**config.mk**
```make
export PLATFORM = sky130hd
export DESIGN_NAME = fer_cordic
export DESIGN_NICKNAME = d
export VERILOG_FILES = /design/src/sv/fer_pkg.sv /design/src/sv/fer_cordic.sv
export SDC_FILE = /design/constraint.sdc
export NUM_CORES = 2
export LEC_CHECK = 0
export ABC_AREA = 0
export BUFFER_PORTS_ARGS = -buffer_cell sky130_fd_sc_hd__buf_2
export CORE_MARGIN = 1
export CORE_UTILIZATION = 40
export CTS_BUF_LIST = sky130_fd_sc_hd__clkbuf_8
export DETAILED_ROUTE_END_ITERATION = 8
export SLEW_MARGIN = 20
export SYNTH_ARGS = -nofsm -noshare
export SYNTH_HDL_FRONTEND = slang
export SYNTH_SLANG_ARGS = --single-unit
```
**constraint.sdc**
```tcl
create_clock -name clk -period 32.7 [get_ports clk]
set_input_delay 3.27 -clock clk [delete_from_list [all_inputs] [get_ports clk]]
set_output_delay 3.27 -clock clk [all_outputs]
set_load 0.1 [all_outputs]
```
**src/sv/fer_pkg.sv**
```systemverilog
`timescale 1ns / 1ps
// ----------------------------------------------------------------------------
// fer_pkg: shared types and constants of the figure-eight reference unit
// Fixed-point widths, path limits, CORDIC schedule and the pipeline word.
// ----------------------------------------------------------------------------
package fer_pkg;

    // field formats
    localparam int FRAC_BITS  = 16;
    localparam int TRIG_STEPS = 16;
    localparam int TIME_W     = 21;
    localparam int OUT_W      = 18;

    // internal CORDIC format: Q30 in a word with headroom for the fold
    localparam int WORK_BITS = 30;
    localparam int CW        = 34;

    // CORDIC iterations per pipeline stage
    localparam int SPS        = 4;
    localparam int NUM_STAGES = (TRIG_STEPS + SPS - 1) / SPS;

    // angle arithmetic width, wide enough for the shifted time and for pi
    localparam int T_SHIFT = WORK_BITS - FRAC_BITS;
    localparam int AW      = (TIME_W + T_SHIFT + 1 > 36) ? TIME_W + T_SHIFT + 1 : 36;

    // constants in Q32 and Q30
    localparam longint TWO_PI_Q32  = 64'sd26986075409;
    localparam longint FOUR_PI_Q32 = 64'sd53972150818;
    localparam longint TWO_PI_W    = 64'sd6746518852;
    localparam longint PI_W        = 64'sd3373259426;
    localparam longint HALF_PI_W   = 64'sd1686629713;
    localparam longint GAIN_W      = 64'sd652032874;

    // path limits rounded to nearest at the time format
    localparam int     LIM_SHIFT = 32 - FRAC_BITS;
    localparam longint TWO_PI_F  = (TWO_PI_Q32 + (64'sd1 <<< (LIM_SHIFT - 1))) >>> LIM_SHIFT;
    localparam longint FOUR_PI_F = (FOUR_PI_Q32 + (64'sd1 <<< (LIM_SHIFT - 1))) >>> LIM_SHIFT;

    // output rounding from Q31 units
    localparam int     OUT_SHIFT = 31 - FRAC_BITS;
    localparam longint OUT_MAX   = 64'sd131071;
    localparam longint OUT_MIN   = -64'sd131072;

    // flags that ride along with each request
    typedef struct packed {
        logic outside;
        logic second;
        logic neg;
    } fer_side_t;

    // one request in flight through the rotator
    typedef struct packed {
        logic signed [CW-1:0] x;
        logic signed [CW-1:0] y;
        logic signed [CW-1:0] z;
        fer_side_t            side;
    } fer_work_t;

    // rotation angle atan(2^-i) in Q30
    function automatic longint atan_at(input int i);
        longint r;
        case (i)
            0:       r = 64'sd843314857;
            1:       r = 64'sd497837829;
            2:       r = 64'sd263043837;
            3:       r = 64'sd133525159;
            4:       r = 64'sd67021687;
            5:       r = 64'sd33543516;
            6:       r = 64'sd16775851;
            7:       r = 64'sd8388437;
            8:       r = 64'sd4194283;
            9:       r = 64'sd2097149;
            10:      r = 64'sd1048576;
            default: r = (i <= WORK_BITS) ? (64'sd1 <<< (WORK_BITS - i)) : 64'sd0;
        endcase
        return r;
    endfunction

endpackage

```
**src/sv/fer_cordic.sv**
```systemverilog
`timescale 1ns / 1ps
// ----------------------------------------------------------------------------
// fer_cordic: pipelined rotation-mode CORDIC
// Each stage register holds one request after SPS micro-rotations;
// the stages hand over with a valid/ready chain so bubbles collapse.
// ----------------------------------------------------------------------------
module fer_cordic
(
    input  logic                clk,
    input  logic                rst_n,
    input  logic                in_valid,
    output logic                in_ready,
    input  fer_pkg::fer_work_t  in_work,
    output logic                out_valid,
    input  logic                out_ready,
    output fer_pkg::fer_work_t  out_work
);
    import fer_pkg::*;

    fer_work_t src       [NUM_STAGES+1];
    logic      src_valid [NUM_STAGES+1];
    logic      rdy       [NUM_STAGES+1];

    assign src[0]             = in_work;
    assign src_valid[0]       = in_valid;
    assign rdy[NUM_STAGES]    = out_ready;
    assign in_ready           = rdy[0];
    assign out_valid          = src_valid[NUM_STAGES];
    assign out_work           = src[NUM_STAGES];

    for (genvar s = 0; s < NUM_STAGES; s++)
    begin : g_stage
        localparam int BASE = s * SPS;

        fer_work_t stage_next;
        fer_work_t stage_reg;
        logic      valid_reg;

        // stage moves when empty or when the next one takes its request
        assign rdy[s] = !valid_reg || rdy[s+1];

        // micro-rotations of this stage
        always_comb
        begin
            logic signed [CW-1:0] dx;
            logic signed [CW-1:0] dy;
            logic signed [CW-1:0] da;
            stage_next = src[s];
            for (int j = 0; j < SPS; j++)
            begin
                if (BASE + j < TRIG_STEPS)
                begin
                    dx = $signed(stage_next.y) >>> (BASE + j);
                    dy = $signed(stage_next.x) >>> (BASE + j);
                    da = CW'(atan_at(BASE + j));
                    if (!stage_next.z[CW-1])
                    begin
                        stage_next.x = stage_next.x - dx;
                        stage_next.y = stage_next.y + dy;
                        stage_next.z = stage_next.z - da;
                    end
                    else
                    begin
                        stage_next.x = stage_next.x + dx;
                        stage_next.y = stage_next.y - dy;
                        stage_next.z = stage_next.z + da;
                    end
                end
            end
        end

        // valid flag
        always_ff @(posedge clk or negedge rst_n)
        begin
            if (!rst_n)
            begin
                valid_reg <= 1'b0;
            end
            else if (rdy[s])
            begin
                valid_reg <= src_valid[s];
            end
        end

        // payload register
        always_ff @(posedge clk)
        begin
            if (rdy[s] && src_valid[s])
            begin
                stage_reg <= stage_next;
            end
        end

        assign src[s+1]       = stage_reg;
        assign src_valid[s+1] = valid_reg;
    end

endmodule

```
==> flow_metrics.env <==
export IMPL_post_cts_buffers=0
export IMPL_first_global_vias=87100
export IMPL_synth_mux_area_fraction_pct=1.58
export IMPL_yosysTopAreaCellShare_pct=18.9
export IMPL_count_of_buffers_from_port_buffering=215
export IMPL_slowest_delay_ns=0.87
export IMPL_area_sequential_sq_um=12700
export IMPL_syn_avg_cell_area_sq_um=7.65
export IMPL_number_of_antenna_violations_at_the_first_check_in_global_routing=15
export IMPL_timing_final_max_slew_violations=0
export IMPL_report_final_hold_viol_count=0
export IMPL_cts_root_buffer="sky130_fd_sc_hd__clkbuf_8"
export IMPL_synth_flop_cell="sky130_fd_sc_hd__edfxtp_1"
export IMPL_finalWeightedCongestion=0.945
export IMPL_synth_cell_type_count=95
export IMPL_core_sq_um=251000
export IMPL_slew_headroom_pct=20.2
export IMPL_min_period_over_period_pct=53.7
export IMPL_synth_seq_cells=424
export IMPL_met1_track_utilization_from_global_routing_pct=31.4
export IMPL_cp_start_kind="input pin"
export IMPL_crit_type="input pin to flip-flop"
export IMPL_globalRouteMet3Util_pct=1.73
export IMPL_syn_cell_area_sq_um=101000
export IMPL_route_antenna_remaining_nets=0
export IMPL_run_status="complete, no violations"
export IMPL_synth_top_area_cell="sky130_fd_sc_hd__ha_1"
export IMPL_drt_iter0_markers=6870
export IMPL_dr_pass1_iters=6
export IMPL_synth_fa_ha_area_share_pct=19.8
export IMPL_largest_register_ff_count=315
export IMPL_yosysWarningCount=0
export IMPL_crit_path_end_kind="flip-flop"
export IMPL_synth_enable_flop_cells=420
export IMPL_routed_via_density=5.67
export IMPL_post_drt_wl_per_cell_um=17.8
export IMPL_hold_buffers_post_cts=0
export IMPL_post_route_cells_drive_above_1_share_pct=4.88
export IMPL_num_io_pins=216
export IMPL_syn_instance_count=13200
export IMPL_route_final_wire_length_mm=299
export IMPL_cts_buffers=79
export IMPL_clock_tree_from_tritoncts="built"
export IMPL_grt_busiest_layer="met2"
export IMPL_post_cts_resized=0
export IMPL_synth_compound_gate_area_share_pct=26.1
export IMPL_final_cell_mix="sky130_fd_sc_hd__ha_1, sky130_fd_sc_hd__xnor2_1, sky130_fd_sc_hd__a21oi_1, sky130_fd_sc_hd__nor2_1, sky130_fd_sc_hd__o21ai_0"
export IMPL_mappedNetlistNets=14900
export IMPL_floorplan_initialDensity_pct=40.2
export IMPL_worst_path_max_fanout=52
export IMPL_clock_skew_ns=0.0696
export IMPL_globalRouteOverflowTotal=0
export IMPL_core_rowCount=184
export IMPL_cts_root_to_sink_buffers=3
export IMPL_crit_path_top_delay_cell="sky130_fd_sc_hd__a2111oi_0"
export IMPL_multiInputGateArea_sq_um=84600
export IMPL_cp_data_arrival_time_ns=18.12
export IMPL_cts_reportedPaths_clkPinSlew_ns=0.06
export IMPL_layout_cells_most_common="sky130_fd_sc_hd__ha_1"
export IMPL_routed_via_count=95000
export IMPL_fp_dieW_um=504
export IMPL_crit_required_ns=33.26
export IMPL_timing_final_crit_period_ns=17.56
export IMPL_synth_xor_area_share_pct=16.9
export IMPL_htree_levels=3
export IMPL_synth_simple_gate_area_share_pct=19.4
export IMPL_detailed_place_hpwl_mm=251
export IMPL_post_route_drc_count=0
export IMPL_die_height_um=504
export IMPL_fp_dieArea_sq_um=254000
export IMPL_crit_top_cell="sky130_fd_sc_hd__o21ai_0"
export IMPL_grt_first_pass_wirelength_mm=473
export IMPL_synth_seq_area_share_pct=12.6
export IMPL_gr_usage_all_layers_pct=22.5
export IMPL_numClockSinks=424
export IMPL_finalNetCount=15000
export IMPL_worst_skew_pair_late_latency_ns=0.87
export IMPL_worstHoldPathType="flip-flop to flip-flop"
export IMPL_achievable_frequency_mhz=57.0
export IMPL_grt_met2_usage_pct=37.3
export IMPL_aggregate_negative_setup_slack_ns=0
export IMPL_syn_to_final_growth_pct=6.60
export IMPL_setup_viol=0
export IMPL_max_slew_worst_pin_slew_ns=1.19
export IMPL_largest_family_of_logic_cells_by_synthesized_area="compound AO/OA/AOI/OAI gates"
export IMPL_synth_top_cells_by_area="sky130_fd_sc_hd__ha_1, sky130_fd_sc_hd__edfxtp_1, sky130_fd_sc_hd__xnor2_1, sky130_fd_sc_hd__a21oi_1, sky130_fd_sc_hd__xor2_1"
export IMPL_async_reset_ff_share_pct=0.943
export IMPL_rsz0062_at_grt="false"
export IMPL_final_fill_count=26000
export IMPL_max_cap_violations=0
export IMPL_grt_max_degree=74
==> synthesized netlist by cell type (all sizes together) (233+ instances only) <==
cell type and number:
edfxtp 420, xnor2 1348, a21oi 1315, nand2 768
ha 1525, nand3 262, nor2 1263, nor3 397
nand2b 235, o21ai 820, a21o 447, inv 766
o21a 233, xor2 592
==> metrics by stage <==
stage / util, % / instances / area [sq um] / hold slack [ns] / setup slack (ns)
global placement: 42.2 / 16600 / 106000 / 0.401 / 14.48
global route: 42.8 / 16800 / 108000 / 0.416 / 13.67
CTS: 42.8 / 16700 / 108000 / 0.409 / 15.29
detailed placement: 42.2 / 16600 / 106000 / 0.405 / 14.48
finish: 42.8 / 16800 / 108000 / 0.410 / 15.14
floorplan: - / 13200 / 101000 / 0.400 / 15.03
==> cells by family after synthesis <==
group	count (synthesis)
simple gates	3994
fa+ha+maj	1568
buf+inv	990
flops	424
compound gates	4128
mux	149
xor+xnor	1944
==> worst max-delay path: cells and delay by family <==
family,cells,cell delay [ns]
AO/OA/AOI/OAI,31,7.02
XOR/XNOR,4,0.72
adder cells (fa/ha/maj),4,1.43
buffers and inverters,9,3.22
AND/OR/NAND/NOR,9,2.34
==> area by class of cell <==
class | instances | share of cell area [%]
inverter | 776 | 2.71
clock inverter | 63 | 0.466
antenna | 7 | 0.0163
multi-input combinational | 11800 | 78.7
tap | 3348 | 3.89
clock buffer | 80 | 1.02
timing repair buffer | 275 | 1.42
sequential | 424 | 11.8
==> final timing paths <==
kind	from	to	slack [ns]	depth (start not counted)
max	in_work[36]	g_stage[0].stage_reg[104]	15.14	57
min	g_stage[2].stage_reg[0]	out_work[0]	0.41	0
max reg2reg	g_stage[1].stage_reg[36]	g_stage[2].stage_reg[104]	15.62	62
min reg2reg	g_stage[2].stage_reg[0]	out_work[0]	0.41	0
max in group asynchronous	rst_n	g_stage[0].valid_reg	30.34	1
min in group asynchronous	rst_n	g_stage[1].valid_reg	2.24	1
==> metal layers <==
layer,wire length (um),vias up
li1,-,48600
met1,143000,44100
met2,134000,2060
met3,14000,269
met4,6860,2
met5,17,-
Power is not shown: default switching activity piles up to over one toggle a cycle in this logic, so the estimate is an artifact.
