### src/sv/fer_pkg.sv
`timescale 1ns / 1ps
// ----------------------------------------------------------------------------
// fer_pkg: shared types and constants of the figure-eight reference unit
// Fixed-point widths, path limits, CORDIC schedule and the pipeline word.
// ----------------------------------------------------------------------------
package fer_pkg;

    // field formats
    localparam int FRAC_BITS  = 16;
    localparam int TRIG_STEPS = 16;
    localparam int TIME_W     = 21;
    localparam int OUT_W      = 18;

    // internal CORDIC format: Q30 in a word with headroom for the fold
    localparam int WORK_BITS = 30;
    localparam int CW        = 34;

    // CORDIC iterations per pipeline stage
    localparam int SPS        = 4;
    localparam int NUM_STAGES = (TRIG_STEPS + SPS - 1) / SPS;

    // angle arithmetic width, wide enough for the shifted time and for pi
    localparam int T_SHIFT = WORK_BITS - FRAC_BITS;
    localparam int AW      = (TIME_W + T_SHIFT + 1 > 36) ? TIME_W + T_SHIFT + 1 : 36;

    // constants in Q32 and Q30
    localparam longint TWO_PI_Q32  = 64'sd26986075409;
    localparam longint FOUR_PI_Q32 = 64'sd53972150818;
    localparam longint TWO_PI_W    = 64'sd6746518852;
    localparam longint PI_W        = 64'sd3373259426;
    localparam longint HALF_PI_W   = 64'sd1686629713;
    localparam longint GAIN_W      = 64'sd652032874;

    // path limits rounded to nearest at the time format
    localparam int     LIM_SHIFT = 32 - FRAC_BITS;
    localparam longint TWO_PI_F  = (TWO_PI_Q32 + (64'sd1 <<< (LIM_SHIFT - 1))) >>> LIM_SHIFT;
    localparam longint FOUR_PI_F = (FOUR_PI_Q32 + (64'sd1 <<< (LIM_SHIFT - 1))) >>> LIM_SHIFT;

    // output rounding from Q31 units
    localparam int     OUT_SHIFT = 31 - FRAC_BITS;
    localparam longint OUT_MAX   = 64'sd131071;
    localparam longint OUT_MIN   = -64'sd131072;

    // flags that ride along with each request
    typedef struct packed {
        logic outside;
        logic second;
        logic neg;
    } fer_side_t;

    // one request in flight through the rotator
    typedef struct packed {
        logic signed [CW-1:0] x;
        logic signed [CW-1:0] y;
        logic signed [CW-1:0] z;
        fer_side_t            side;
    } fer_work_t;

    // rotation angle atan(2^-i) in Q30
    function automatic longint atan_at(input int i);
        longint r;
        case (i)
            0:       r = 64'sd843314857;
            1:       r = 64'sd497837829;
            2:       r = 64'sd263043837;
            3:       r = 64'sd133525159;
            4:       r = 64'sd67021687;
            5:       r = 64'sd33543516;
            6:       r = 64'sd16775851;
            7:       r = 64'sd8388437;
            8:       r = 64'sd4194283;
            9:       r = 64'sd2097149;
            10:      r = 64'sd1048576;
            default: r = (i <= WORK_BITS) ? (64'sd1 <<< (WORK_BITS - i)) : 64'sd0;
        endcase
        return r;
    endfunction

endpackage

### src/sv/fer_round.sv
`timescale 1ns / 1ps
// ----------------------------------------------------------------------------
// fer_round: coordinate forming and output register
// Undoes the fold, forms x and y for the active lobe, rounds half up to
// the output format, saturates and zeroes results outside the path.
// ----------------------------------------------------------------------------
module fer_round
(
    input  logic                                 clk,
    input  logic                                 rst_n,
    input  logic                                 in_valid,
    output logic                                 in_ready,
    input  fer_pkg::fer_work_t                   in_work,
    output logic                                 out_valid,
    input  logic                                 out_ready,
    output logic signed [fer_pkg::OUT_W-1:0]     ref_x,
    output logic signed [fer_pkg::OUT_W-1:0]     ref_y,
    output logic                                 outside
);
    import fer_pkg::*;

    localparam int RW = CW + 2;
    localparam logic signed [RW-1:0] ONE_W    = RW'(64'sd1 <<< WORK_BITS);
    localparam logic signed [RW-1:0] HALF_LSB = RW'(64'sd1 <<< (OUT_SHIFT - 1));
    localparam logic signed [RW-1:0] MAX_R    = RW'(OUT_MAX);
    localparam logic signed [RW-1:0] MIN_R    = RW'(OUT_MIN);

    logic signed [RW-1:0]    c_val;
    logic signed [RW-1:0]    s_val;
    logic signed [RW-1:0]    xv;
    logic signed [RW-1:0]    yv;
    logic signed [RW-1:0]    xr;
    logic signed [RW-1:0]    yr;
    logic signed [OUT_W-1:0] x_next;
    logic signed [OUT_W-1:0] y_next;
    logic signed [OUT_W-1:0] x_reg;
    logic signed [OUT_W-1:0] y_reg;
    logic                    outside_reg;
    logic                    valid_reg;
    logic                    advance;

    // output register frees when empty or taken
    assign advance  = !valid_reg || out_ready;
    assign in_ready = advance;

    // unfold, form coordinates, round and saturate
    always_comb
    begin
        c_val = {{(RW-CW){in_work.x[CW-1]}}, in_work.x};
        s_val = {{(RW-CW){in_work.y[CW-1]}}, in_work.y};
        if (in_work.side.neg)
        begin
            c_val = -c_val;
            s_val = -s_val;
        end
        xv = ONE_W - c_val;
        yv = s_val;
        if (in_work.side.second)
        begin
            xv = -xv;
            yv = -yv;
        end
        xr = (xv + HALF_LSB) >>> OUT_SHIFT;
        yr = (yv + HALF_LSB) >>> OUT_SHIFT;
        if (xr > MAX_R)
        begin
            xr = MAX_R;
        end
        else if (xr < MIN_R)
        begin
            xr = MIN_R;
        end
        if (yr > MAX_R)
        begin
            yr = MAX_R;
        end
        else if (yr < MIN_R)
        begin
            yr = MIN_R;
        end
        if (in_work.side.outside)
        begin
            x_next = '0;
            y_next = '0;
        end
        else
        begin
            x_next = xr[OUT_W-1:0];
            y_next = yr[OUT_W-1:0];
        end
    end

    // valid flag
    always_ff @(posedge clk or negedge rst_n)
    begin
        if (!rst_n)
        begin
            valid_reg <= 1'b0;
        end
        else if (advance)
        begin
            valid_reg <= in_valid;
        end
    end

    // result register
    always_ff @(posedge clk)
    begin
        if (advance && in_valid)
        begin
            x_reg       <= x_next;
            y_reg       <= y_next;
            outside_reg <= in_work.side.outside;
        end
    end

    assign out_valid = valid_reg;
    assign ref_x     = x_reg;
    assign ref_y     = y_reg;
    assign outside   = outside_reg;

endmodule

### config.mk
export PLATFORM = sky130hd
export DESIGN_NAME = fer_round
export DESIGN_NICKNAME = d
export VERILOG_FILES = /design/src/sv/fer_pkg.sv /design/src/sv/fer_round.sv
export SDC_FILE = /design/constraint.sdc
export NUM_CORES = 1
export LEC_CHECK = 0
export ABC_AREA = 1
export BUFFER_PORTS_ARGS = -buffer_cell sky130_fd_sc_hd__buf_2
export CAP_MARGIN = 10
export CORE_ASPECT_RATIO = 1.5
export CORE_UTILIZATION = 35
export CTS_CLUSTER_SIZE = 20
export DETAILED_ROUTE_END_ITERATION = 12
export GPL_ROUTABILITY_DRIVEN = 1
export SETUP_SLACK_MARGIN = 0.02
export SLEW_MARGIN = 30
export SYNTH_ARGS = -nofsm -noshare
export SYNTH_HDL_FRONTEND = slang
export SYNTH_SLANG_ARGS = --single-unit
### constraint.sdc
create_clock -name clk -period 8.5 [get_ports clk]
set_input_delay 1.275 -clock clk [delete_from_list [all_inputs] [get_ports clk]]
set_output_delay 1.275 -clock clk [all_outputs]
set_load 0.02 [all_outputs]
==> impl_metrics.py, run 1 <==
metrics = {
    "outcome": {
        "status": "finished clean",
    },
    "timing": {
        "setup_viol": 0,
        "tightest_slew_ns": 0.824,
        "fin_crit_sh": 0.651,
        "fin_worst_skew_ns": 0.00275,
        "tns_ns": 0,
        "rsz0062_at_grt": "no",
        "hold_violations": 0,
        "fin_crit_ns": 5.54,
        "max_slew_margin": 0.445,
        "fmax_mhz": 181,
        "slew_violations": 0,
    },
    "power_and_ir_drop": {
        "ir_drop_v": 0.0000958,
        "clock_power_share": 0.198,
        "leakage_nw": 4.72,
        "p_int_w": 0.000484,
        "pwr-share-seq": 0.270,
        "finalPower_w": 0.000871,
        "power_frac_comb": 0.532,
        "netSwitchingFraction": 0.445,
        "power_switching_w": 0.000387,
        "power_density_mw_per_mm2": 91.8,
    },
    "cells_and_area": {
        "layout-drive-gt1-share": 0.192,
        "layout.cells.most_common": "nand2_1",
        "fin_nets": 1746,
        "fillerInstances": 2689,
        "final_cell_mix": "nand2_1, nor2_1, nand3_1, inv_1, buf_2",
        "syn_to_final_growth_pct": 10.6,
        "antenna_cells": 0,
    },
    "detailed_routing": {
        "drt-pass1-iter-count": 5,
        "drc": 0,
        "via_per_inst": 4.86,
        "final_antenna_net_count": 0,
        "drt-total-wl_um": 23700,
        "vias": 9487,
        "avgRoutedWirePerCell_um": 12.2,
        "drt_iter0_markers": 353,
    },
    "setup_path": {
        "r2r_slack_ns": 7.00,
        "worstSetupPathType": "in2reg",
        "r2r-start": "out_valid",
        "reg2reg_depth": 2,
        "cp.required_ns": 8.52,
        "regToRegEndpoint": "ref_y[11]",
        "worstSetupStartpointType": "input port",
        "cp.arrival_ns": 5.56,
        "end_kind": "flop",
        "worst-path-max-fanout": 77,
    },
    "synth": {
        "synth_simple_gate_area_frac": 0.649,
        "synth_compound_area_frac": 0.0471,
        "synth_cell_types": 48,
        "synthAdderAreaFrac": 0.00584,
        "synth_area_leaders": "nand2_1, edfxtp_1, nand3_1",
        "ys_seq_elements": 38,
        "yosys-mux-area-fraction": 0,
        "syn_nets": 1653,
        "synth_area_per_cell_sq_um": 5.57,
        "yosys_warnings": 0,
        "yosysSeqAreaShare": 0.132,
        "syn_area_sq_mm": 0.00858,
        "synthCells": 1540,
        "synth_xor_area_frac": 0.0621,
        "synth_top_area_frac": 0.235,
        "synth_top_family_by_area": "simple AND/OR/NAND/NOR gates",
        "synth_top_cell_by_area": "nand2_1",
    },
    "floorplanning": {
        "die_h_um": 194,
        "rows": 69,
        "start_util": 0.359,
        "die_area_sq_mm": 0.0251,
        "die_w_um": 130,
        "floorplan.core_area_sq_mm": 0.0239,
        "io_pins": 148,
    },
    "hold_path": {
        "min_from": "out_valid",
        "hold_end": "out_valid",
        "whs_path_depth": 2,
        "min_path_type": "reg2reg",
    },
    "place": {
        "io_buffers": 113,
        "dp_hpwl_um": 20700,
        "gp_congestion": 0.887,
    },
    "clock_tree": {
        "post_cts_buffers": 0,
        "cts_resized": 0,
        "hold_buffers": 0,
        "cts_made_buffers": 5,
        "cts_root_buf": "clkbuf_16",
        "clock_path_buffers": 2,
        "insertion_delay_ns": 0.28,
        "cts_tree": "yes",
        "htree_levels": 2,
        "path_clk_slew_ns": 0.05,
        "cts_sinks": 38,
    },
    "grt": {
        "grt_use_total": 0.194,
        "grtUsageMet3": 0.00938,
        "met2_usage": 0.360,
        "grtUsageMet1": 0.237,
        "grt_max_degree": 78,
        "grt_pass1_wl_um": 40500,
        "antenna_found_initial": 0,
        "busiest_layer": "met2",
        "grt_pass1_vias": 8944,
        "overflow": 0,
    },
    "run": {
        "maxCapViolCount": 0,
    },
}
## synthesized netlist by cell type, drive strengths merged
cell         count
nand2          617
nor2           245
nand3          206
inv            170
xor2            47
nand4           38
edfxtp          37
o21ai           37
nand3b          26
buf             22
nor3            22
a21oi           20
xnor2           13
nor4             8
clkbuf           7
or2              7
ha               4
a31oi            3
o211ai           3
and2             1
dfrtp            1
dlygate4sd3      1
nor3b            1
o21a             1
o21bai           1
o22ai            1
or3b             1
## stage by stage
stage	cell area [sq um]	instances	utilization	hold slack [ns]	setup WS [ns]
after global routing	9490	1953	0.397	0.625	2.50
after CTS	9490	1953	0.397	0.604	3.06
after detailed placement	9350	1945	0.391	0.591	2.76
after global placement	9320	1944	0.390	0.556	2.83
after floorplan	8580	1540	-	0.768	3.78
final	9490	1953	0.397	0.590	2.96
## logic make-up after synthesis
logic type / count (synthesis)
flip-flops: 38
AND/OR/NAND/NOR: 1172
buffers and inverters: 200
AO/OA/AOI/OAI: 66
XOR/XNOR: 60
adder cells (fa/ha/maj): 4
## cell type report
class	count	area, sq um	share of cell area
multi-input cells	1302	6570	0.692
flip-flops and latches	38	1140	0.120
inverters	170	638	0.0673
repair buffers	116	611	0.0644
well taps	319	399	0.0421
clock buffers	6	129	0.0136
clock inverters	2	8.76	0.000923
## worst max path at each step
stage                           start   endpoint  slack (ns)  cells past startpoint
after global routing       in_work[0]  ref_y[11]        2.50                     22
after detailed placement   in_work[0]   ref_y[6]        2.76                     23
after floorplan           in_work[71]  ref_x[10]        3.78                     32
after CTS                  in_work[0]   ref_y[6]        3.06                     23
final                      in_work[0]   ref_y[6]        2.96                     22
after global placement     in_work[0]   ref_y[6]        2.83                     22
## power groups by stage
stage / Sequential, W / Clock, W / Combinational [W]
finish: 0.000235 / 0.000173 / 0.000463
global route: 0.000236 / 0.000184 / 0.000526
CTS: 0.000235 / 0.000179 / 0.000466
detailed placement: 0.000239 / 0 / 0.000465
global placement: 0.000239 / 0 / 0.000457
floorplan: 0.000262 / 0 / 0.000338
## critical path, cell delays in order
cell and delay [ns]:
buf_4 0.33, buf_4 0.66, o21ai_1 0.18, xor2_1 0.19, nor2_1 0.11, nand2_1 0.06, nor4_1 0.63, nand3_1 0.28
nor2_1 0.23, nand2_1 0.09, nand2_1 0.13, nand2_1 0.06, nand2_1 0.13, nand3_1 0.13, nor2_1 0.16, nand2_1 0.09
o21ai_1 0.13, nand2_1 0.09, nor2_1 0.09, nand2_1 0.12, nand3_2 0.24, nand2_1 0.11
## metal layers
metal,up-vias,wire [um]
met2,193,11900
met4,0,520
met3,29,758
met1,4159,10500
met5,-,0
li1,5106,-
No activity file was read; power rests on OpenSTA's default activity.
==> run 2: changes to the inputs <==
==> constraint.sdc (replaced) <==
create_clock -name clk -period 5.37 [get_ports clk]
set_input_delay 0.8055 -clock clk [delete_from_list [all_inputs] [get_ports clk]]
set_output_delay 0.8055 -clock clk [all_outputs]
set_load 0.02 [all_outputs]
==> run 2 against run 1 <==
Against the previous run:
- final cell count up 0.46%
- highest routed layer unchanged
- power up 70%
- utilization up 0.50 points
==> impl_metrics.py, run 2 (synthesis results as in run 1) <==
metrics = {
    "outcome": {
        "status": "finished clean",
    },
    "setup_path": {
        "crit_slowest_cell": "ha_1",
        "reg2reg_depth": 2,
        "r2r-start": "out_valid",
        "path_common_cell": "nand2_2",
        "worstSetupStartpointType": "input port",
        "worst-path-max-fanout": 12,
        "cp.required_ns": 5.49,
        "worstSetupPathType": "in2reg",
        "end_kind": "flop",
        "max_stage_delay_ns": 0.33,
        "r2r_slack_ns": 3.92,
        "cp.arrival_ns": 4.81,
        "regToRegEndpoint": "ref_x[16]",
    },
    "clock_tree": {
        "htree_levels": 2,
        "cts_made_buffers": 5,
        "insertion_delay_ns": 0.28,
        "cts_root_buf": "clkbuf_16",
        "hold_buffers": 0,
        "cts_tree": "yes",
        "clock_path_buffers": 2,
        "post_cts_buffers": 0,
        "cts_sinks": 38,
        "path_clk_slew_ns": 0.05,
        "cts_resized": 0,
    },
    "cells_and_area": {
        "instances_no_fill": 1962,
        "layout.cells.most_common": "nand2_1",
        "syn_to_final_growth_pct": 12.0,
        "final_cell_mix": "nand2_1, nor2_1, nand3_1, inv_1, buf_2",
        "layout-drive-gt1-share": 0.197,
        "final_core_util": 0.402,
        "antenna_cells": 0,
        "fin_nets": 1755,
    },
    "floorplanning": {
        "die_w_um": 130,
        "die_h_um": 194,
        "start_util": 0.359,
        "floorplan.core_area_sq_mm": 0.0239,
        "rows": 69,
        "die_area_sq_mm": 0.0251,
        "io_pins": 148,
    },
    "timing": {
        "tns_ns": 0,
        "setup_slack_ns": 0.688,
        "fin_crit_sh": 0.872,
        "fmax_mhz": 214,
        "fin_crit_ns": 4.68,
        "slew_violations": 0,
        "tightest_slew_ns": 0.755,
        "max_slew_margin": 0.497,
        "rsz0062_at_grt": "no",
        "fin_worst_skew_ns": 0.00502,
        "setup_viol": 0,
        "hold_violations": 0,
    },
    "hold_path": {
        "min_path_type": "in2async",
    },
    "power_and_ir_drop": {
        "power_density_mw_per_mm2": 154,
        "ir_drop_v": 0.000154,
        "finalPower_w": 0.00148,
        "leakage_nw": 4.79,
    },
    "grt": {
        "grt_max_degree": 42,
        "antenna_found_initial": 0,
        "overflow": 0,
        "grt_use_total": 0.196,
        "grt_pass1_vias": 8946,
        "grt_pass1_wl_um": 41000,
    },
    "detailed_routing": {
        "drt_iter0_markers": 461,
        "drc": 0,
        "drt-pass1-iter-count": 5,
        "avgRoutedWirePerCell_um": 12.3,
        "final_antenna_net_count": 0,
        "drt-total-wl_um": 24100,
        "via_per_inst": 4.87,
        "vias": 9554,
    },
    "place": {
        "placed_cells": 1954,
        "gp_congestion": 0.893,
        "dp_hpwl_um": 20900,
        "pre_cts_ws_ns": 0.411,
        "io_buffers": 113,
    },
    "run": {
        "maxCapViolCount": 0,
    },
}
[run 2: changes by cell type in the layout (fill, tap and decap cells not counted), sizes merged]
| cell | delta |
|---|---|
| clkbuf | -1 |
| clkinv | -1 |
| buf | +9 |
| bufinv | +2 |
[run 2: metal layers]
metal,track usage,routed length (um),share of wire
met3,0.0124,918,0.038
met4,0.0478,440,0.018
met2,0.362,12200,0.51
met5,0,0,0
met1,0.241,10500,0.44
[run 2: through the flow]
stage	cell area (sq um)	hold WS (ns)
2_1_floorplan	8580	0.510
3_3_place_gp	9390	0.555
3_5_place_dp	9420	0.568
4_1_cts	9610	0.290
5_1_grt	9610	0.289
6_report	9610	0.293
[run 2: worst max path at each step]
stage	from	end	slack, ns
detailed placement	in_work[71]	ref_x[16]	0.41
floorplan	in_work[71]	ref_x[10]	1.12
CTS	in_work[71]	ref_x[16]	0.69
global placement	in_work[71]	ref_x[1]	0.44
global route	in_work[71]	ref_x[15]	0.13
finish	in_work[71]	ref_x[16]	0.69
[run 2: layout make-up]
cell class	count	area [sq um]
fillers	2705	14300
multi-input cells	1302	6570
flip-flops and latches	38	1140
repair buffers	125	678
inverters	170	638
well taps	319	399
clock buffers	5	125
clock inverters	3	63.8
[run 2: power breakdown]
| part | switching (W) | internal [W] | leakage (nW) |
|---|---|---|---|
| Combinational | 0.000504 | 0.000233 | 4.32 |
| Sequential | 0.00000669 | 0.000365 | 0.372 |
| Clock | 0.000108 | 0.000264 | 0.0915 |
| Total | 0.000619 | 0.000863 | 4.79 |
[run 2: critical path, delay by kind of cell]
family / cells / cell delay (ns)
AND/OR/NAND/NOR: 23 / 2.92
AO/OA/AOI/OAI: 2 / 0.40
adder cells (fa/ha/maj): 1 / 0.33
buffers and inverters: 3 / 0.32
