$ cat config.mk
export PLATFORM = sky130hd
export DESIGN_NAME = fer_fold
export DESIGN_NICKNAME = d
export VERILOG_FILES = /design/src/sv/fer_pkg.sv /design/src/sv/fer_fold.sv
export SDC_FILE = /design/constraint.sdc
export NUM_CORES = 1
export LEC_CHECK = 0
export BUFFER_PORTS_ARGS = -buffer_cell sky130_fd_sc_hd__buf_4
export CORE_ASPECT_RATIO = 1.4
export CORE_MARGIN = 2
export CORE_UTILIZATION = 35
export DETAILED_ROUTE_END_ITERATION = 10
export GPL_TIMING_DRIVEN = 0
export SYNTH_ARGS = -nofsm -noshare
export SYNTH_HDL_FRONTEND = slang
export SYNTH_SLANG_ARGS = --single-unit
$ cat constraint.sdc
create_clock -name clk -period 1.8 [get_ports clk]
set_clock_uncertainty 0.2 [all_clocks]
set_input_delay 0.36 -clock clk [delete_from_list [all_inputs] [get_ports clk]]
set_output_delay 0.36 -clock clk [all_outputs]
set_load 0.01 [all_outputs]
$ cat src/sv/fer_pkg.sv
`timescale 1ns / 1ps
// ----------------------------------------------------------------------------
// fer_pkg: shared types and constants of the figure-eight reference unit
// Fixed-point widths, path limits, CORDIC schedule and the pipeline word.
// ----------------------------------------------------------------------------
package fer_pkg;

    // field formats
    localparam int FRAC_BITS  = 16;
    localparam int TRIG_STEPS = 16;
    localparam int TIME_W     = 21;
    localparam int OUT_W      = 18;

    // internal CORDIC format: Q30 in a word with headroom for the fold
    localparam int WORK_BITS = 30;
    localparam int CW        = 34;

    // CORDIC iterations per pipeline stage
    localparam int SPS        = 4;
    localparam int NUM_STAGES = (TRIG_STEPS + SPS - 1) / SPS;

    // angle arithmetic width, wide enough for the shifted time and for pi
    localparam int T_SHIFT = WORK_BITS - FRAC_BITS;
    localparam int AW      = (TIME_W + T_SHIFT + 1 > 36) ? TIME_W + T_SHIFT + 1 : 36;

    // constants in Q32 and Q30
    localparam longint TWO_PI_Q32  = 64'sd26986075409;
    localparam longint FOUR_PI_Q32 = 64'sd53972150818;
    localparam longint TWO_PI_W    = 64'sd6746518852;
    localparam longint PI_W        = 64'sd3373259426;
    localparam longint HALF_PI_W   = 64'sd1686629713;
    localparam longint GAIN_W      = 64'sd652032874;

    // path limits rounded to nearest at the time format
    localparam int     LIM_SHIFT = 32 - FRAC_BITS;
    localparam longint TWO_PI_F  = (TWO_PI_Q32 + (64'sd1 <<< (LIM_SHIFT - 1))) >>> LIM_SHIFT;
    localparam longint FOUR_PI_F = (FOUR_PI_Q32 + (64'sd1 <<< (LIM_SHIFT - 1))) >>> LIM_SHIFT;

    // output rounding from Q31 units
    localparam int     OUT_SHIFT = 31 - FRAC_BITS;
    localparam longint OUT_MAX   = 64'sd131071;
    localparam longint OUT_MIN   = -64'sd131072;

    // flags that ride along with each request
    typedef struct packed {
        logic outside;
        logic second;
        logic neg;
    } fer_side_t;

    // one request in flight through the rotator
    typedef struct packed {
        logic signed [CW-1:0] x;
        logic signed [CW-1:0] y;
        logic signed [CW-1:0] z;
        fer_side_t            side;
    } fer_work_t;

    // rotation angle atan(2^-i) in Q30
    function automatic longint atan_at(input int i);
        longint r;
        case (i)
            0:       r = 64'sd843314857;
            1:       r = 64'sd497837829;
            2:       r = 64'sd263043837;
            3:       r = 64'sd133525159;
            4:       r = 64'sd67021687;
            5:       r = 64'sd33543516;
            6:       r = 64'sd16775851;
            7:       r = 64'sd8388437;
            8:       r = 64'sd4194283;
            9:       r = 64'sd2097149;
            10:      r = 64'sd1048576;
            default: r = (i <= WORK_BITS) ? (64'sd1 <<< (WORK_BITS - i)) : 64'sd0;
        endcase
        return r;
    endfunction

endpackage

$ cat src/sv/fer_fold.sv
`timescale 1ns / 1ps
// ----------------------------------------------------------------------------
// fer_fold: range check and angle reduction
// Flags times outside the path, picks the lobe, folds the angle into
// [-pi/2, pi/2] and registers the CORDIC start vector.
// ----------------------------------------------------------------------------
module fer_fold
(
    input  logic                                   clk,
    input  logic                                   rst_n,
    input  logic                                   in_valid,
    output logic                                   in_ready,
    input  logic signed [fer_pkg::TIME_W-1:0]      time_in,
    output logic                                   out_valid,
    input  logic                                   out_ready,
    output fer_pkg::fer_work_t                     out_work
);
    import fer_pkg::*;

    localparam logic signed [AW-1:0] TWO_PI_FA  = AW'(TWO_PI_F);
    localparam logic signed [AW-1:0] FOUR_PI_FA = AW'(FOUR_PI_F);
    localparam logic signed [AW-1:0] TWO_PI_A   = AW'(TWO_PI_W);
    localparam logic signed [AW-1:0] PI_A       = AW'(PI_W);
    localparam logic signed [AW-1:0] HALF_PI_A  = AW'(HALF_PI_W);
    localparam logic signed [AW-1:0] NHALF_PI_A = -AW'(HALF_PI_W);

    logic signed [AW-1:0] t_ext;
    logic signed [AW-1:0] ang;
    fer_work_t            work_next;
    fer_work_t            work_reg;
    logic                 valid_reg;
    logic                 advance;

    // stage moves when empty or when downstream takes the request
    assign advance  = !valid_reg || out_ready;
    assign in_ready = advance;

    // range check, lobe select and fold
    always_comb
    begin
        t_ext = {{(AW-TIME_W){time_in[TIME_W-1]}}, time_in};
        work_next.side.outside = (t_ext < 0) || (t_ext >= FOUR_PI_FA);
        work_next.side.second  = (t_ext >= TWO_PI_FA);
        work_next.side.neg     = 1'b0;
        ang = t_ext <<< T_SHIFT;
        if (work_next.side.second)
        begin
            ang = ang - TWO_PI_A;
        end
        if (ang > PI_A)
        begin
            ang = ang - TWO_PI_A;
        end
        if (ang > HALF_PI_A)
        begin
            ang = ang - PI_A;
            work_next.side.neg = 1'b1;
        end
        else if (ang < NHALF_PI_A)
        begin
            ang = ang + PI_A;
            work_next.side.neg = 1'b1;
        end
        work_next.x = CW'(GAIN_W);
        work_next.y = '0;
        work_next.z = ang[CW-1:0];
    end

    // valid flag
    always_ff @(posedge clk or negedge rst_n)
    begin
        if (!rst_n)
        begin
            valid_reg <= 1'b0;
        end
        else if (advance)
        begin
            valid_reg <= in_valid;
        end
    end

    // payload register
    always_ff @(posedge clk)
    begin
        if (advance && in_valid)
        begin
            work_reg <= work_next;
        end
    end

    assign out_valid = valid_reg;
    assign out_work  = work_reg;

endmodule

==> key figures, run 1 <==
Worst setup path
  • Worst Setup Path Type: in2reg
  • Signal arrival time at the worst endpoint: 5.50 ns
  • R2R setup slack: 0.33 ns
  • Endpoint of the worst register-to-register path: out_work[14]
  • Worst setup SP type: primary input
  • Crit Path Max Fanout: 7
  • Path depth of the worst reg2reg path: 2
  • Element type at the critical path end: flop
  • Worst r2r src: out_valid
  • Crit path to: out_work[22]
  • Required arrival time at the worst endpoint: 1.62 ns
  • Origin of the worst setup path: time_in[20]

Clocking
  • CTS clock-pin slew for the worst setup and hold paths: 0.05 ns
  • TritonCTS clock tree: built
  • H-tree depth: 2
  • Root Buffer: clkbuf_16
  • Number of buffers created by CTS: 5
  • Latest clock arrival within the worst-skew pair: 0.27 ns
  • CTS max path bufs: 2
  • Clock Sink Count: 33

Floorplan
  • Core Rows: 55
  • Die area: 17,400 sq um
  • Placeable core region: about 16,000 sq um
  • Vertical extent of the die: 155 microns
  • Horiz. Die Dim: 112 microns
  • Initial Util: 35.6%
  • I/O pin count: 132

Route
  • Detail-routed via count per cell: 5.62
  • Detail-routed net length per standard cell: between 15 and 20 microns
  • Vias: 6,593
  • Wirelength, routed: 21.6 mm
  • Remaining design rule violation count: 0
  • Detail Route Antenna Nets: 0
  • Number of detailed-routing iterations run before antenna repair: 4
  • Iteration-0 DRC Markers: 247

Synthesis
  • Top FF cell, synth: edfxtp_1
  • Average size of a mapped cell: 7.66 sq um
  • Ranking of synthesized cells by area: edfxtp_1 17%, buf_4 10%, xnor2_1 5.8%
  • Seq/Total Area, Yosys: ~17%
  • Synthesized flop and latch total: 33
  • Area share of the largest cell type after synthesis: between 15 and 20%
  • Biggest area consumer among synthesized cells: edfxtp_1
  • Post-synthesis async set-or-reset flop share: between 3 and 4%
  • Synthesized area: between 5000 and 6000 sq um
  • Count of flip-flops with a built-in enable after synthesis: 32
  • Library cells used by synthesis: 95
  • Warnings from Yosys: 0
  • Syn Inst Count: 749

Layout
  • Share of post-route cells with drive strength above 1: between 40% and 50%
  • Nets: between 1,000 and 1,500
  • Layout filler cell count: 1,510
  • Final core utilization: between 50 and 60%
  • Register area: 986 sq um
  • Design Area, Final: between 8000 and 9000 sq um
  • Area taken by multi-input logic gates: roughly 4900 sq um
  • Antenna diodes: 0
  • Synth-to-layout area growth: 52.4%

Place
  • Final RePlAce weighted congestion: 0.974
  • Detailed Place HPWL: roughly 16 mm
  • Count of input and output buffers: 57
  • Post-Place Worst Slack: -5.24 ns
  • Placed cell area: 6850 sq um

STA
  • Number of pins with negative max-slew slack in the final report: 0
  • RSZ-0062 raised after global routing: yes
  • Worst hold margin: 0.0908 ns
  • Fmax: 0.176 GHz
  • Worst Tran Pin Value: 0.914 ns
  • Post-layout worst setup margin: -3.88 ns
  • Post-route clock period utilization: 315%
  • Final hold violations: 0
  • Shortest clock period the worst path allows after layout: about 5.7 ns
  • Number of endpoints failing setup at the final stage: 32
  • Max_slew headroom: 38.4%

Pwr
  • Power per cell area: 571 nW/um^2
  • Worst-case vdd ir drop: 0.526 mV
  • Leakage power of the design: 3.46 nW
  • Total power draw: 0.00499 W

Hold path
  • Hold Crit Class: in2reg

Run
  • Total of max-cap violations: 0

Global route
  • Aggregate global routing overflow: 0
  • Initial antenna violation count: 0
  • Number of global-route vias before repair: 6,270
  • Total track usage: roughly a quarter
  • Maximum number of pins on one net before global-route repair: 33
  • Global-route wire length before repair: 32.9 mm

Run status
  • Status: finished, violations left
  • Failing checks: setup timing
-- critical path, cell delays in order --
cell,delay (ns)
buf_6,0.09
or4_4,0.59
or3b_4,0.43
buf_8,0.15
nor2_4,0.09
buf_6,0.12
nor3_4,0.04
nor2_4,0.14
ha_4,0.17
and3_4,0.23
o211ai_1,0.17
a221oi_2,0.34
nor3_4,0.09
a211o_4,0.36
o211ai_1,0.27
buf_4,0.18
a21oi_4,0.05
o31ai_2,0.31
nand4_1,0.18
or4_4,0.46
nand3b_4,0.16
buf_4,0.15
clkbuf_16,0.14
o22ai_2,0.07
xnor2_1,0.15
-- what timing repair did --
action / 4_1_cts / 5_1_grt
pin swaps: 41 / 40
setup buffers: 64 / 25
hold buffers: 1 / 0
gates resized for setup: 113 / 93
hold endpoints to repair: 1 / 0
cloned: 4 / 2
setup endpoints to repair: 32 / 46
-- power breakdown --
| group | switching, W | internal [W] | total (W) |
|---|---|---|---|
| Combinational | 0.00163 | 0.00135 | 0.00298 |
| Sequential | 0.0000270 | 0.00102 | 0.00104 |
| Clock | 0.000316 | 0.000654 | 0.000970 |
| Total | 0.00197 | 0.00302 | 0.00499 |
-- registers in the layout, summed over array words and instances (netlist names) --
register,cells
out_work,32
out_valid,1
-- through the flow --
stage	setup TNS, ns	std cells
after floorplan	-108.88	816
after global placement	-155.24	1072
after detailed placement	-154.89	1072
after CTS	-113.47	1148
after global routing	-118.23	1174
final	-115.21	1174
-- logic make-up after synthesis --
kind of cell	synth area share, %
AOI/OAI and AO/OA	33.5
xor gates and xnor gates	8.22
adders and majority gates	1.96
buffers and inverters	14.6
DFF	17.2
muxes	1.44
other	0.131
and+or+nand+nor	22.9
-- area by class of cell --
class                           instances  area share, %
Multi-Input combinational cell        648           56.6
Tap cell                              199           2.85
Inverter                               20           1.16
Buffer                                115           10.8
Clock inverter                          3          0.530
Timing Repair Buffer                  151           15.3
Sequential cell                        33           11.3
Clock buffer                            5           1.43
-- layer usage --
layer / global-route usage [%] / part of all wire [%] / up-vias
met1: 24.7 / 36 / 3036
li1: - / - / 3182
met4: 16.9 / 8.8 / 0
met2: 43.9 / 51 / 287
met3: 1.44 / 4.4 / 88
met5: 0 / 0 / -
-- synth_stat cells, drive strengths merged, types with 7 or more instances --
cell and instances:
a2111oi 7, a211o 10, a211oi 8, a21o 11, a21oi 45, a31oi 15, and2 8, and3 12
and4 8, buf 90, clkbuf 26, edfxtp 32, ha 9, inv 19, nand2 51, nand3 28
nand4 12, nor2 59, nor3 33, nor4 10, o211ai 15, o21a 9, o21ai 44, o22ai 12
o31ai 9, xnor2 39, xor2 14
-- how the worst min path moves through the flow --
stage	from	end	slack [ns]	cells past startpoint
6_report	in_valid	out_valid	0.09	2
5_1_grt	in_valid	out_valid	0.10	2
4_1_cts	in_valid	out_valid	0.08	2
3_5_place_dp	rst_n	out_valid	-0.06	1
3_3_place_gp	rst_n	out_valid	-0.06	1
2_1_floorplan	rst_n	out_valid	-0.14	0
-- layout by cell type, fill, tap and decap left out, types with 16 or more instances in the layout --
cell type  synthesis  layout
buf_6              4      33
nand2_1           51      48
a21oi_1           42      35
xnor2_1           38      37
conb_1             2      69
nor3_1            33      27
edfxtp_1          32      32
nand3_1           28      22
buf_4             77     190
nor2_1            58      47
o21ai_0           38      33
inv_1             18      16
No activity file was read; power rests on OpenSTA's default activity.
==> run 2, diff against run 1 <==
Settings changed: CTS_BUF_LIST set to sky130_fd_sc_hd__clkbuf_4.
==> run 2 against run 1 <==
  * The run still ends with setup timing left
  * Largest power group unchanged
  * Worst setup slack improved by 0.072 ns
  * Clock power decreased by 41%
  * Via count decreased by 0.23%
  * Worst hold slack got worse by 0.073 ns
  * Sequential power about the same
==> key figures, run 2 (synthesized netlist as in run 1, its figures left out) <==
Floorplan
  • Vertical extent of the die: roughly 160 microns
  • I/O pin count: 132
  • Initial Util: 35.6%
  • Placeable core region: about 16,000 sq um
  • Horiz. Die Dim: 112 microns
  • Die area: about 17,000 sq um
  • Core Rows: 55

STA
  • Fmax: 0.178 GHz
  • Final hold violations: 0
  • Post-layout worst setup margin: -3.80 ns
  • Worst Tran Pin Value: between 0.8 and 0.9 ns
  • RSZ-0062 raised after global routing: yes
  • Post-route clock period utilization: 311%
  • Shortest clock period the worst path allows after layout: 5.60 ns
  • Number of pins with negative max-slew slack in the final report: 0
  • Worst hold margin: 0.0176 ns
  • Max_slew headroom: 42.9%
  • Number of endpoints failing setup at the final stage: 32

Run
  • Total of max-cap violations: 0

Worst setup path
  • Signal arrival time at the worst endpoint: 5.51 ns
  • R2R setup slack: 0.34 ns
  • Crit Path Max Fanout: 6
  • Worst setup SP type: primary input
  • Required arrival time at the worst endpoint: 1.70 ns
  • Worst Setup Path Type: in2reg
  • Element type at the critical path end: flop

Route
  • Detail Route Antenna Nets: 0
  • Detail-routed via count per cell: 5.63
  • Remaining design rule violation count: 0
  • Detail-routed net length per standard cell: 18.2 microns
  • Iteration-0 DRC Markers: 270
  • Vias: 6,578
  • Number of detailed-routing iterations run before antenna repair: 7
  • Wirelength, routed: 21.3 mm

Layout
  • Final core utilization: 52.2%
  • Max FFs per register: 32
  • Layout filler cell count: 1,553
  • Leading cell type in the layout, fill and taps excluded: buf_4
  • Nets: 1,002
  • Share of post-route cells with drive strength above 1: 37.6%
  • Synth-to-layout area growth: 46.7%
  • Highest-count cells in the layout ignoring fill and taps: 190 x buf_4, 69 x conb_1, 48 x nand2_1, 48 x nor2_1, 38 x xnor2_1

Place
  • Post-Place Worst Slack: -5.24 ns
  • Final RePlAce weighted congestion: 0.974
  • Count of input and output buffers: between 50 and 60
  • Detailed Place HPWL: 15.8 mm

Clocking
  • H-tree depth: 2
  • Latest clock arrival within the worst-skew pair: around 0.34 ns
  • TritonCTS clock tree: built
  • Clock Sink Count: 33
  • CTS max path bufs: 2
  • Root Buffer: clkbuf_4
  • Number of buffers created by CTS: 5
  • CTS clock-pin slew for the worst setup and hold paths: 0.11 ns

Run status
  • Status: finished, violations left
  • Failing checks: setup timing

Global route
  • Number of global-route vias before repair: 6,346
  • Maximum number of pins on one net before global-route repair: 33
  • Aggregate global routing overflow: 0
  • Global-route wire length before repair: between 30 and 40 mm
  • Initial antenna violation count: 1
  • Total track usage: 23.7%

Pwr
  • Leakage power of the design: about 3.3 nW
  • Worst-case vdd ir drop: about 0.42 mV
  • Switching power share of the total: roughly 42%
  • P_sw: 0.00188 W
  • Gate power share: 63.8%
  • Sequential fraction of design power: 23.4%
  • Total internal power: 0.00258 W
  • Power per cell area: 529 nW/um^2
  • Total power draw: 0.00445 W
  • Clock share of power: 12.8%

Hold path
  • Hold Crit Class: in2reg
==> run 2: per-layer routing <==
layer	up-vias	global-route usage [%]	routed length [microns]
met3	92	1.95	864
met5	-	0	0
met4	0	16.5	1700
met1	3059	24.7	7830
met2	261	44.4	10900
li1	3166	-	-
==> run 2: final timing paths <==
path / from / end / depth (start not counted)
max reg2reg: out_valid / out_work[26] / 2
max in group asynchronous: rst_n / out_valid / 2
min in group asynchronous: rst_n / out_valid / 2
min reg2reg: out_valid / out_valid / 2
min: in_valid / out_valid / 2
max: time_in[20] / out_work[20] / 25
==> run 2: metrics by stage <==
step | setup TNS [ns] | std cells | instance area, sq um
floorplan | -108.88 | 816 | 6170
global placement | -155.24 | 1072 | 6850
detailed placement | -154.89 | 1072 | 6850
CTS | -110.14 | 1152 | 8030
global route | -114.41 | 1169 | 8410
finish | -111.78 | 1169 | 8410
==> run 2: power groups by stage <==
| stage | clock, W | sequential [W] | combinational (W) |
|---|---|---|---|
| floorplan | 0 | 0.00112 | 0.00161 |
| global placement | 0 | 0.00106 | 0.00226 |
| detailed placement | 0 | 0.00106 | 0.00227 |
| CTS | 0.000582 | 0.00104 | 0.00265 |
| global route | 0.000620 | 0.00105 | 0.00306 |
| finish | 0.000569 | 0.00104 | 0.00284 |
==> run 2: critical path, cell delays in order <==
cell      delay, ns
buf_6          0.09
or4_4          0.60
or3b_4         0.41
buf_8          0.15
nor2_4         0.11
buf_6          0.14
nor3_4         0.05
nor2_4         0.11
ha_4           0.17
and3_4         0.23
o211ai_1       0.17
a221oi_2       0.36
nor3_4         0.11
a211o_4        0.36
o211ai_1       0.26
buf_4          0.18
a21oi_4        0.06
o31ai_4        0.27
nand4_1        0.17
or4_4          0.46
nand3b_4       0.16
buf_8          0.14
buf_4          0.11
o22ai_2        0.08
xor2_1         0.17
==> run 2: repair_timing <==
item / in CTS / in global routing
pin swaps: 37 / 31
hold buffers: 1 / 0
setup endpoints to repair: 32 / 37
buffers inserted: 67 / 33
gates resized for setup: 113 / 73
gates cloned: 5 / 0
endpoints found under the hold margin: 1 / 0
==> run 2: area by class of cell <==
class | instances | area (sq um) | share of cell area [%]
antenna | 1 | 2.50 | 0.0297
clock inverter | 3 | 46.3 | 0.550
buffer | 114 | 923 | 11.0
clock buffer | 5 | 37.5 | 0.446
tap | 199 | 249 | 2.96
inverter | 20 | 93.8 | 1.12
multi-input combinational | 648 | 4810 | 57.2
timing repair buffer | 146 | 1260 | 15.0
sequential | 33 | 986 | 11.7
